**config.mk**
```make
export PLATFORM = sky130hd
export DESIGN_NAME = tagged_box_text_parser_unit
export DESIGN_NICKNAME = d
export VERILOG_FILES = /design/src/hw/rtl/tbtp_pkg.sv /design/src/hw/rtl/tbtp_ctrl.sv /design/src/hw/rtl/tbtp_dp.sv /design/src/hw/rtl/tagged_box_text_parser_unit.sv
export SDC_FILE = /design/constraint.sdc
export NUM_CORES = 2
export LEC_CHECK = 0
export BUFFER_PORTS_ARGS = -buffer_cell sky130_fd_sc_hd__buf_4
export CAP_MARGIN = 30
export CORE_AREA = 2 2 288 290
export CTS_CLUSTER_DIAMETER = 200
export DETAILED_ROUTE_END_ITERATION = 8
export DIE_AREA = 0 0 290 292
export GPL_TIMING_DRIVEN = 0
export PLACE_DENSITY_LB_ADDON = 0.2
export SLEW_MARGIN = 40
export SYNTH_ARGS = -nofsm -noshare
export SYNTH_HDL_FRONTEND = slang
export SYNTH_SLANG_ARGS = --single-unit
```
**constraint.sdc**
```tcl
create_clock -name clock -period 22.2 [get_ports clock]
set_input_delay 1.11 -clock clock [delete_from_list [all_inputs] [get_ports clock]]
set_output_delay 1.11 -clock clock [all_outputs]
set_load 0.005 [all_outputs]
```
**src/hw/rtl/tbtp_pkg.sv**
```systemverilog
`timescale 1ns / 1ps
// Shared constants, character codes and controller/datapath interface types
// for the tagged box text parser. No dependencies.
package tbtp_pkg;

   localparam int TEXT_MAX    = 32;
   localparam int MAX_RESULTS = 32;
   localparam int LEN_W       = $clog2(TEXT_MAX + 1);
   localparam int ADDR_W      = $clog2(TEXT_MAX);

   localparam int CSR_IDX_W = 1;
   localparam int CSR_W     = 16;
   localparam int COORD_W   = 32;

   localparam logic [CSR_IDX_W-1:0] CSR_SCREEN_WIDTH  = 1'd0;
   localparam logic [CSR_IDX_W-1:0] CSR_SCREEN_HEIGHT = 1'd1;

   localparam logic [CSR_W-1:0] SCREEN_WIDTH_RST  = 16'd1920;
   localparam logic [CSR_W-1:0] SCREEN_HEIGHT_RST = 16'd1080;

   localparam logic KIND_LABEL = 1'b0;
   localparam logic KIND_BOX   = 1'b1;

   localparam logic [7:0] CH_LT    = 8'h3C;
   localparam logic [7:0] CH_GT    = 8'h3E;
   localparam logic [7:0] CH_SPACE = 8'h20;
   localparam logic [7:0] CH_TAB   = 8'h09;
   localparam logic [7:0] CH_CR    = 8'h0D;
   localparam logic [7:0] CH_PLUS  = 8'h2B;
   localparam logic [7:0] CH_MINUS = 8'h2D;
   localparam logic [7:0] CH_ZERO  = 8'h30;
   localparam logic [7:0] CH_NINE  = 8'h39;

   localparam logic [23:0] TAG_REF  = "ref";
   localparam logic [23:0] TAG_BOX  = "box";
   localparam logic [31:0] TAG_EREF = "/ref";
   localparam logic [31:0] TAG_EBOX = "/box";

   // floor(p / 1000) == (p * RECIP_M) >> RECIP_SH for any 32-bit p
   localparam int          RECIP_M_W = 29;
   localparam logic [RECIP_M_W-1:0] RECIP_M = 29'd274877907;
   localparam int          RECIP_SH  = 38;

   typedef struct packed {
      logic store_byte;
      logic clr_buf;
      logic init_walk;
      logic parse_step;
      logic feed;
      logic sc_mul;
      logic sc_div;
      logic load_box;
      logic load_lbl;
   } cmd_type;

   typedef struct packed {
      logic is_lt;
      logic is_gt;
      logic buf_empty;
      logic tag_hit;
      logic group_nz;
      logic group_full;
      logic walk_end;
      logic parse_go;
      logic sc_last;
      logic lbl_last;
      logic out_free;
   } sts_type;

endpackage

```
**src/hw/rtl/tbtp_ctrl.sv**
```systemverilog
`timescale 1ns / 1ps
// Controller state machine of the tagged box text parser.
// Depends on tbtp_pkg; drives the datapath through cmd_type, reads sts_type.
module tbtp_ctrl (
   input  logic              clock,
   input  logic              reset,
   input  logic              req_valid,
   output logic              req_stall,
   input  tbtp_pkg::sts_type sts,
   output tbtp_pkg::cmd_type cmd
);
   import tbtp_pkg::*;

   typedef enum logic [8:0] {
      ST_IDLE     = 9'b000000001,
      ST_PARSE_RD = 9'b000000010,
      ST_PARSE_EV = 9'b000000100,
      ST_FEED     = 9'b000001000,
      ST_SC_MUL   = 9'b000010000,
      ST_SC_DIV   = 9'b000100000,
      ST_BOX_OUT  = 9'b001000000,
      ST_LBL_RD   = 9'b010000000,
      ST_LBL_OUT  = 9'b100000000
   } state_type;

   state_type state_ff, state_in;

   assign req_stall = (state_ff != ST_IDLE);

   always_comb begin
      state_in = state_ff;
      cmd      = '0;
      unique case (state_ff)
         ST_IDLE: begin
            if (req_valid) begin
               if (sts.is_lt) begin
                  if (!sts.buf_empty) begin
                     cmd.init_walk = 1'b1;
                     state_in = sts.group_nz ? ST_FEED : ST_LBL_RD;
                  end
               end else if (sts.is_gt) begin
                  if (sts.tag_hit) begin
                     cmd.clr_buf = 1'b1;
                  end else begin
                     cmd.init_walk = 1'b1;
                     state_in = ST_PARSE_RD;
                  end
               end else begin
                  cmd.store_byte = 1'b1;
               end
            end
         end
         ST_PARSE_RD: begin
            state_in = sts.walk_end ? ST_FEED : ST_PARSE_EV;
         end
         ST_PARSE_EV: begin
            if (sts.parse_go) begin
               cmd.parse_step = 1'b1;
               state_in = ST_PARSE_RD;
            end else begin
               state_in = ST_FEED;
            end
         end
         ST_FEED: begin
            cmd.feed    = 1'b1;
            cmd.clr_buf = 1'b1;
            state_in = sts.group_full ? ST_SC_MUL : ST_IDLE;
         end
         ST_SC_MUL: begin
            cmd.sc_mul = 1'b1;
            state_in = ST_SC_DIV;
         end
         ST_SC_DIV: begin
            cmd.sc_div = 1'b1;
            state_in = sts.sc_last ? ST_BOX_OUT : ST_SC_MUL;
         end
         ST_BOX_OUT: begin
            if (sts.out_free) begin
               cmd.load_box = 1'b1;
               state_in = ST_IDLE;
            end
         end
         ST_LBL_RD: begin
            state_in = ST_LBL_OUT;
         end
         ST_LBL_OUT: begin
            if (sts.out_free) begin
               cmd.load_lbl = 1'b1;
               if (sts.lbl_last) begin
                  cmd.clr_buf = 1'b1;
                  state_in = ST_IDLE;
               end else begin
                  state_in = ST_LBL_RD;
               end
            end
         end
         default: begin
            state_in = ST_IDLE;
         end
      endcase
   end

   always_ff @(posedge clock) begin
      if (reset) begin
         state_ff <= ST_IDLE;
      end else begin
         state_ff <= state_in;
      end
   end

endmodule

```
**src/hw/rtl/tbtp_dp.sv**
```systemverilog
`timescale 1ns / 1ps
// Datapath of the tagged box text parser: text buffer, number parser,
// coordinate holding, scaling and result register. Depends on tbtp_pkg.
module tbtp_dp (
   input  logic                               clock,
   input  logic                               reset,
   input  tbtp_pkg::cmd_type                  cmd,
   output tbtp_pkg::sts_type                  sts,
   input  logic [7:0]                         req_in_byte,
   input  logic                               csr_valid,
   output logic                               csr_ready,
   input  logic [tbtp_pkg::CSR_IDX_W-1:0]     csr_index,
   input  logic [tbtp_pkg::CSR_W-1:0]         csr_wdata,
   output logic                               rsp_valid,
   input  logic                               rsp_stall,
   output logic                               rsp_kind,
   output logic [7:0]                         rsp_label_byte,
   output logic                               rsp_label_truncated,
   output logic                               rsp_last_of_run,
   output logic [tbtp_pkg::COORD_W-1:0]       rsp_point1_x,
   output logic [tbtp_pkg::COORD_W-1:0]       rsp_point1_y,
   output logic [tbtp_pkg::COORD_W-1:0]       rsp_point2_x,
   output logic [tbtp_pkg::COORD_W-1:0]       rsp_point2_y
);
   import tbtp_pkg::*;

   localparam int RP_W = COORD_W + RECIP_M_W;

   logic [7:0]         text_mem [TEXT_MAX];
   logic [7:0]         rd_data_ff;
   logic [7:0]         head_ff [4];

   logic [LEN_W-1:0]   len_ff, len_in;
   logic               ovf_ff, ovf_in;
   logic [1:0]         group_ff, group_in;
   logic [1:0]         sc_ff, sc_in;
   logic [CSR_W-1:0]   width_ff, width_in;
   logic [CSR_W-1:0]   height_ff, height_in;
   logic               rsp_valid_ff, rsp_valid_in;

   logic [LEN_W-1:0]   idx_ff, idx_in;
   logic [COORD_W-1:0] acc_ff, acc_in;
   logic               neg_ff, neg_in;
   logic               phase_ff, phase_in;
   logic [COORD_W-1:0] prod_ff, prod_in;
   logic [COORD_W-1:0] held_ff [4];
   logic [COORD_W-1:0] held_in [4];
   logic [COORD_W-1:0] pt_ff [4];
   logic [COORD_W-1:0] pt_in [4];

   logic               kind_ff, kind_in;
   logic [7:0]         lbyte_ff, lbyte_in;
   logic               trunc_ff, trunc_in;
   logic               last_ff, last_in;
   logic [COORD_W-1:0] p1x_ff, p1x_in, p1y_ff, p1y_in, p2x_ff, p2x_in, p2y_ff, p2y_in;

   logic               full;
   logic               is_ws, is_sign, is_dig;
   logic [3:0]         dig_val;
   logic [COORD_W-1:0] coord_val;
   logic [CSR_W-1:0]   scale_size;
   logic [RP_W-1:0]    recip_prod;
   logic               trunc_flag;

   assign csr_ready = 1'b1;
   assign full      = (int'(len_ff) == TEXT_MAX);

   assign is_ws   = (rd_data_ff == CH_SPACE) || (rd_data_ff >= CH_TAB && rd_data_ff <= CH_CR);
   assign is_sign = (rd_data_ff == CH_PLUS) || (rd_data_ff == CH_MINUS);
   assign is_dig  = (rd_data_ff >= CH_ZERO) && (rd_data_ff <= CH_NINE);
   assign dig_val = 4'(rd_data_ff - CH_ZERO);

   assign coord_val  = neg_ff ? (COORD_W'(0) - acc_ff) : acc_ff;
   assign scale_size = sc_ff[0] ? height_ff : width_ff;
   assign recip_prod = RP_W'(prod_ff) * RP_W'(RECIP_M);
   assign trunc_flag = ovf_ff || (int'(len_ff) > MAX_RESULTS);

   always_comb begin
      sts            = '0;
      sts.is_lt      = (req_in_byte == CH_LT);
      sts.is_gt      = (req_in_byte == CH_GT);
      sts.buf_empty  = (len_ff == '0);
      sts.tag_hit    = !ovf_ff &&
                       ((int'(len_ff) == 3 && ({head_ff[0], head_ff[1], head_ff[2]} == TAG_REF ||
                                               {head_ff[0], head_ff[1], head_ff[2]} == TAG_BOX)) ||
                        (int'(len_ff) == 4 &&
                         ({head_ff[0], head_ff[1], head_ff[2], head_ff[3]} == TAG_EREF ||
                          {head_ff[0], head_ff[1], head_ff[2], head_ff[3]} == TAG_EBOX)));
      sts.group_nz   = (group_ff != 2'd0);
      sts.group_full = (group_ff == 2'd3);
      sts.walk_end   = (idx_ff == len_ff);
      sts.parse_go   = phase_ff ? is_dig : (is_ws || is_sign || is_dig);
      sts.sc_last    = (sc_ff == 2'd3);
      sts.lbl_last   = (int'(idx_ff) + 1 == int'(len_ff)) || (int'(idx_ff) + 1 == MAX_RESULTS);
      sts.out_free   = !rsp_valid_ff || !rsp_stall;
   end

   always_comb begin
      len_in       = len_ff;
      ovf_in       = ovf_ff;
      group_in     = group_ff;
      sc_in        = sc_ff;
      width_in     = width_ff;
      height_in    = height_ff;
      rsp_valid_in = rsp_valid_ff && rsp_stall;
      idx_in       = idx_ff;
      acc_in       = acc_ff;
      neg_in       = neg_ff;
      phase_in     = phase_ff;
      prod_in      = prod_ff;
      held_in      = held_ff;
      pt_in        = pt_ff;
      kind_in      = kind_ff;
      lbyte_in     = lbyte_ff;
      trunc_in     = trunc_ff;
      last_in      = last_ff;
      p1x_in       = p1x_ff;
      p1y_in       = p1y_ff;
      p2x_in       = p2x_ff;
      p2y_in       = p2y_ff;

      if (csr_valid) begin
         unique case (csr_index)
            CSR_SCREEN_WIDTH:  width_in  = csr_wdata;
            CSR_SCREEN_HEIGHT: height_in = csr_wdata;
            default: ;
         endcase
      end

      if (cmd.store_byte) begin
         if (full) begin
            ovf_in = 1'b1;
         end else begin
            len_in = len_ff + 1'b1;
         end
      end

      if (cmd.init_walk) begin
         idx_in   = '0;
         acc_in   = '0;
         neg_in   = 1'b0;
         phase_in = 1'b0;
      end

      if (cmd.parse_step) begin
         idx_in = idx_ff + 1'b1;
         if (is_dig) begin
            acc_in   = (acc_ff << 3) + (acc_ff << 1) + COORD_W'(dig_val);
            phase_in = 1'b1;
         end else if (is_sign) begin
            neg_in   = (rd_data_ff == CH_MINUS);
            phase_in = 1'b1;
         end
      end

      if (cmd.feed) begin
         held_in[group_ff] = coord_val;
         group_in          = group_ff + 1'b1;
         sc_in             = '0;
      end

      if (cmd.sc_mul) begin
         prod_in = COORD_W'(held_ff[sc_ff] * COORD_W'(scale_size));
      end

      if (cmd.sc_div) begin
         pt_in[sc_ff] = COORD_W'(recip_prod >> RECIP_SH);
         sc_in        = sc_ff + 1'b1;
      end

      if (cmd.load_box) begin
         rsp_valid_in = 1'b1;
         kind_in      = KIND_BOX;
         lbyte_in     = '0;
         trunc_in     = 1'b0;
         last_in      = 1'b1;
         p1x_in       = pt_ff[0];
         p1y_in       = pt_ff[1];
         p2x_in       = pt_ff[2];
         p2y_in       = pt_ff[3];
      end

      if (cmd.load_lbl) begin
         rsp_valid_in = 1'b1;
         kind_in      = KIND_LABEL;
         lbyte_in     = rd_data_ff;
         trunc_in     = trunc_flag;
         last_in      = sts.lbl_last;
         p1x_in       = '0;
         p1y_in       = '0;
         p2x_in       = '0;
         p2y_in       = '0;
         idx_in       = idx_ff + 1'b1;
      end

      if (cmd.clr_buf) begin
         len_in = '0;
         ovf_in = 1'b0;
      end
   end

   always_ff @(posedge clock) begin
      if (reset) begin
         len_ff       <= '0;
         ovf_ff       <= 1'b0;
         group_ff     <= '0;
         sc_ff        <= '0;
         width_ff     <= SCREEN_WIDTH_RST;
         height_ff    <= SCREEN_HEIGHT_RST;
         rsp_valid_ff <= 1'b0;
      end else begin
         len_ff       <= len_in;
         ovf_ff       <= ovf_in;
         group_ff     <= group_in;
         sc_ff        <= sc_in;
         width_ff     <= width_in;
         height_ff    <= height_in;
         rsp_valid_ff <= rsp_valid_in;
      end
   end

   always_ff @(posedge clock) begin
      idx_ff   <= idx_in;
      acc_ff   <= acc_in;
      neg_ff   <= neg_in;
      phase_ff <= phase_in;
      prod_ff  <= prod_in;
      held_ff  <= held_in;
      pt_ff    <= pt_in;
      kind_ff  <= kind_in;
      lbyte_ff <= lbyte_in;
      trunc_ff <= trunc_in;
      last_ff  <= last_in;
      p1x_ff   <= p1x_in;
      p1y_ff   <= p1y_in;
      p2x_ff   <= p2x_in;
      p2y_ff   <= p2y_in;
   end

   // text buffer: one write port, one registered read port at the walk index
   always_ff @(posedge clock) begin
      if (cmd.store_byte && !full) begin
         text_mem[len_ff[ADDR_W-1:0]] <= req_in_byte;
      end
      if (int'(idx_ff) < TEXT_MAX) begin
         rd_data_ff <= text_mem[idx_ff[ADDR_W-1:0]];
      end
   end

   // first four bytes kept aside for tag matching
   always_ff @(posedge clock) begin
      if (cmd.store_byte && int'(len_ff) < 4) begin
         head_ff[len_ff[1:0]] <= req_in_byte;
      end
   end

   assign rsp_valid           = rsp_valid_ff;
   assign rsp_kind            = kind_ff;
   assign rsp_label_byte      = lbyte_ff;
   assign rsp_label_truncated = trunc_ff;
   assign rsp_last_of_run     = last_ff;
   assign rsp_point1_x        = p1x_ff;
   assign rsp_point1_y        = p1y_ff;
   assign rsp_point2_x        = p2x_ff;
   assign rsp_point2_y        = p2y_ff;

`ifndef SYNTH
   a_len_range: assert property (@(posedge clock) disable iff (reset)
      int'(len_ff) <= TEXT_MAX)
      else $error("text length beyond buffer size");

   a_ovf_full: assert property (@(posedge clock) disable iff (reset)
      ovf_ff |-> full)
      else $error("overflow flag set on a buffer that is not full");

   a_box_wraps: assert property (@(posedge clock) disable iff (reset)
      cmd.load_box |-> group_ff == 2'd0)
      else $error("box emitted with a group still open");

   a_box_last: assert property (@(posedge clock) disable iff (reset)
      cmd.load_lbl && sts.lbl_last |=> rsp_valid_ff && last_ff)
      else $error("last label byte not marked");
`endif

endmodule

```
**src/hw/rtl/tagged_box_text_parser_unit.sv**
```systemverilog
`timescale 1ns / 1ps
// Top level of the tagged box text parser.
// Depends on tbtp_pkg, tbtp_ctrl and tbtp_dp.
//
// Takes one text byte per transaction on req_ and emits label byte and box
// transactions on rsp_. An ordinary byte is stored in the buffer, an empty
// '<' is ignored and a '>' that ends a known tag drops the buffered tag. A
// '<' that flushes a label reads each buffered byte (buffer read, then result
// load), waiting whenever the result side stalls; a '<' inside a group feeds
// the group. A '>' that yields a number reads and parses the buffer bytes one
// by one until the scan runs to the end of the buffer or stops on another
// byte, then feeds the value. The token that closes a box then scales every
// coordinate (one shared 32x16 multiply and one reciprocal multiply per
// coordinate) and loads the result, waiting while the result side stalls.
// Throughput is set by the single read port of the text buffer and the
// shared scaling multiplier. A pending result does not block new input.
module tagged_box_text_parser_unit (
   input  logic                               clock,
   input  logic                               reset,
   input  logic                               req_valid,
   output logic                               req_stall,
   input  logic [7:0]                         req_in_byte,
   output logic                               rsp_valid,
   input  logic                               rsp_stall,
   output logic                               rsp_kind,
   output logic [7:0]                         rsp_label_byte,
   output logic                               rsp_label_truncated,
   output logic                               rsp_last_of_run,
   output logic [tbtp_pkg::COORD_W-1:0]       rsp_point1_x,
   output logic [tbtp_pkg::COORD_W-1:0]       rsp_point1_y,
   output logic [tbtp_pkg::COORD_W-1:0]       rsp_point2_x,
   output logic [tbtp_pkg::COORD_W-1:0]       rsp_point2_y,
   input  logic                               csr_valid,
   output logic                               csr_ready,
   input  logic [tbtp_pkg::CSR_IDX_W-1:0]     csr_index,
   input  logic [tbtp_pkg::CSR_W-1:0]         csr_wdata
);
   import tbtp_pkg::*;

   cmd_type cmd;
   sts_type sts;

   tbtp_ctrl u_ctrl (
      .clock     (clock),
      .reset     (reset),
      .req_valid (req_valid),
      .req_stall (req_stall),
      .sts       (sts),
      .cmd       (cmd)
   );

   tbtp_dp u_dp (
      .clock               (clock),
      .reset               (reset),
      .cmd                 (cmd),
      .sts                 (sts),
      .req_in_byte         (req_in_byte),
      .csr_valid           (csr_valid),
      .csr_ready           (csr_ready),
      .csr_index           (csr_index),
      .csr_wdata           (csr_wdata),
      .rsp_valid           (rsp_valid),
      .rsp_stall           (rsp_stall),
      .rsp_kind            (rsp_kind),
      .rsp_label_byte      (rsp_label_byte),
      .rsp_label_truncated (rsp_label_truncated),
      .rsp_last_of_run     (rsp_last_of_run),
      .rsp_point1_x        (rsp_point1_x),
      .rsp_point1_y        (rsp_point1_y),
      .rsp_point2_x        (rsp_point2_x),
      .rsp_point2_y        (rsp_point2_y)
   );

endmodule
```
==> flow_summary.toml <==
[run_status]
status = "complete, no violations"

[global_routing]
groute.layer.met3.usage_pct = 6.68
grtUsageTotal_pct = 34.4
antenna_found_initial = 8
largest_net_degree_at_the_start_of_global_routing = 41
grt_util_met1_pct = 45.2
met2_usage_pct = 56.7
first_pass_grt_wire_length_um = 222000
top_usage_layer = "met2"
grt_pass1_vias = 39481
globalRoute.totalOverflow = 0

[sta]
layout_min_cycle_time_ns = 9.67
fmax_ghz = 0.103
tightest_slew_ns = 0.938
timing.final.crit_share_pct = 43.6
number_of_pins_with_negative_max_slew_slack_in_the_final_report = 0
timing.setup.tns_ns = 0
clock-skew-final_ns = 0.0647
timing.final.hold_violations = 0
grt_setup_unrepaired = "false"
final-setup-viol-count = 0
slew_headroom_pct = 37.4

[final_layout]
nNetsFinal = 6313
layout-area-overhead-vs-synth_pct = 9.16
final_cell_mix = "inv_1 (893), nand2_1 (611), fa_1 (604)"
share_of_layout_cells_above_drive_strength_1_pct = 9.47
final_core_utilization_pct = 74.8
most_common_cell_after_layout_fill_and_taps_aside = "inv_1"
filler_cell_count = 5333

[placed_design]
port_buffers = 133
dp.final_hpwl_um = 107000
place_congestion = 0.963

[routing]
detail_route.drc_violations = 0
finalWirelength_um = 143000
vias = 37874
detail-route-antenna-nets = 0
first_pass_iters = 7
initialDrtViolationCount = 3242
routed_via_density = 6.02
routed_wire_length_per_instance_um = 22.7

[clocking]
clock_sink_count = 744
h-tree-depth = 3
cts_inserted_buffers = 74
ctsResizeCount = 0
cts.root.buffer_cell = "clkbuf_16"
clkTransAtPathRegs_ns = 0.06
cts_post_setup_buffers_inserted = 0
cts_buffer_depth = 3
holdBufCountCts = 0
insertion_delay_ns = 0.65
cts_tree = "done"

[floorplanning]
floorplan.die_area_um2 = 84700
die_w_um = 290
floorplan.rows = 105
coreArea_um2 = 81600
start_util_pct = 68.5
die_height_um = 292
num_io_pins = 172

[min_path]
hold_class = "reg -> reg"
min_from = "u_dp.rsp_point2_x[3]"
min_to = "u_dp.rsp_point2_x[3]"
worstHoldPathCells = 2

[power]
irDropWorstVdd_uv = 97.7
powerDensity_nw_per_um2 = 66.7
power_switching_share_pct = 32.2
power.sequential.fraction_pct = 39.0
netSwitchingPower_w = 0.00131
internal_power_w = 0.00276
p_leak_nw = 26.6
p_clk_share_pct = 31.7
share_comb_of_total_power_pct = 29.3

[synth]
yosys_warnings = 0
seq_area_frac_synth_pct = 36.7
yosys_most_used_dff = "edfxtp_1"
synthArstFlopShare_pct = 0
syn_area_per_cell_um2 = 11.4
syn-instance-count = 4904
synth_edf_count = 564
yosys.cell_types.count = 79
synth_seq_cells = 744
mappedNetlistArea_um2 = 55900

[setup_path]
regToRegEndpoint = "u_dp.prod_ff[28]"
timing.critical_path.from_type = "register"
worst-endpoint-arrival_ns = 9.97
category_of_the_critical_setup_timing_path = "reg -> reg"
crit_end_category = "register"
rr_startpoint = "u_dp.sc_ff[1]"
r2r_slack_ns = 12.53
worst_r2r_path_depth = 26
path_max_fanout = 10
worstPathRequired_ns = 22.50

[run]
max-cap-violations = 0
through the flow:
stage	hold slack [ns]	std cells	cell area, um2	power, W	setup slack [ns]
after floorplan	0.433	4939	56000	0.00243	14.65
after global placement	0.439	6142	58400	0.00274	12.62
after detailed placement	0.446	6148	58500	0.00278	12.45
after CTS	0.454	6286	61000	0.00405	12.41
after global routing	0.470	6286	61000	0.00424	12.18
final	0.453	6289	61000	0.00407	12.53
cells by family after synthesis:
family                     share of synthesized area [%]
and+or+nand+nor                                     9.20
AOI/OAI and AO/OA                                   5.50
xor gates and xnor gates                            2.29
adders and majority gates                           33.4
other                                             0.0134
muxes                                               5.31
buffers and inverters                               7.56
DFF                                                 36.7
power by group through the flow:
stage / sequential (W) / clock, W / combinational (W)
after floorplan: 0.00161 / 0 / 0.000825
after global placement: 0.00161 / 0 / 0.00112
after detailed placement: 0.00162 / 0 / 0.00116
after CTS: 0.00159 / 0.00129 / 0.00117
after global routing: 0.00159 / 0.00134 / 0.00131
final: 0.00159 / 0.00129 / 0.00119
how the worst max path moves through the flow:
stage | startpoint | cells past startpoint | end
floorplan | u_dp.sc_ff[0] | 29 | u_dp.prod_ff[31]
global placement | u_dp.sc_ff[1] | 26 | u_dp.prod_ff[28]
detailed placement | u_dp.sc_ff[1] | 26 | u_dp.prod_ff[28]
CTS | u_dp.sc_ff[1] | 26 | u_dp.prod_ff[28]
global route | u_dp.sc_ff[1] | 27 | u_dp.prod_ff[31]
finish | u_dp.sc_ff[1] | 26 | u_dp.prod_ff[28]
cells in the mapped netlist (27+ instances only):
| cell type | number | area [um2] |
|---|---|---|
| inv_1 | 894 | 3360 |
| nand2_1 | 611 | 2290 |
| fa_1 | 604 | 12100 |
| edfxtp_1 | 564 | 16900 |
| ha_1 | 525 | 6570 |
| a21oi_1 | 214 | 1070 |
| nor2_1 | 196 | 736 |
| dfxtp_1 | 180 | 3600 |
| clkbuf_1 | 111 | 417 |
| xnor2_1 | 108 | 946 |
| mux4_2 | 103 | 2320 |
| o21ai_0 | 86 | 430 |
| and2_1 | 81 | 507 |
| nand3_1 | 61 | 305 |
| a21o_1 | 50 | 375 |
| buf_4 | 41 | 308 |
| xor2_1 | 38 | 333 |
| mux2_2 | 33 | 372 |
| mux2i_1 | 28 | 280 |
| nor3_1 | 27 | 135 |
critical path, stage by stage, from the launching register on:
cell and delay, ns:
dfxtp_1 0.56, buf_1 0.58, buf_1 0.67, buf_1 0.56, clkbuf_1 0.52, o21a_1 0.60, nand2_1 0.18, fa_1 0.58
inv_1 0.06, fa_1 0.50, inv_1 0.06, fa_1 0.54, inv_1 0.05, fa_1 0.47, fa_1 0.50, inv_1 0.05
fa_1 0.47, inv_1 0.04, ha_1 0.36, nand2_1 0.07, nor2_1 0.24, nand2_1 0.08, a21oi_1 0.16, nor2_1 0.08
a21oi_1 0.49, a41oi_1 0.28, o311ai_1 0.60
area by class of cell:
cell class | count | area [um2] | area share, %
Multi-Input combinational cell | 3115 | 31300 | 51.4
Sequential cell | 744 | 20500 | 33.7
Inverter | 894 | 3360 | 5.50
Clock buffer | 94 | 1990 | 3.26
Tap cell | 1070 | 1340 | 2.19
Timing Repair Buffer | 139 | 1030 | 1.69
Buffer | 186 | 882 | 1.45
Clock inverter | 44 | 546 | 0.894
Antenna cell | 3 | 7.51 | 0.0123
layer usage:
layer | vias up | routed length, um | part of all wire, %
met2 | 1829 | 68800 | 48
met1 | 18971 | 55100 | 39
li1 | 16635 | - | -
met4 | 8 | 6530 | 4.6
met5 | - | 57 | 0.040
met3 | 431 | 12300 | 8.6
sequential cells by signal, summed over array words and instances (netlist names), 2 cells and up:
register and cells:
u_dp.prod_ff 32, u_dp.rsp_point1_x 23, u_dp.acc_ff 32, u_dp.head_ff 32, u_dp.width_ff 16, u_dp.rsp_point2_x 23, u_dp.rsp_point2_y 23, u_ctrl.state_ff 9
u_dp.len_ff 6, u_dp.sc_ff 2, u_dp.rd_data_ff 8, u_dp.text_mem 256, u_dp.pt_ff 92, u_dp.height_ff 16, u_dp.idx_ff 6, u_dp.rsp_label_byte 8
u_dp.held_ff 128, u_dp.group_ff 2, u_dp.rsp_point1_y 23
No activity file was read; power rests on OpenSTA's default activity.
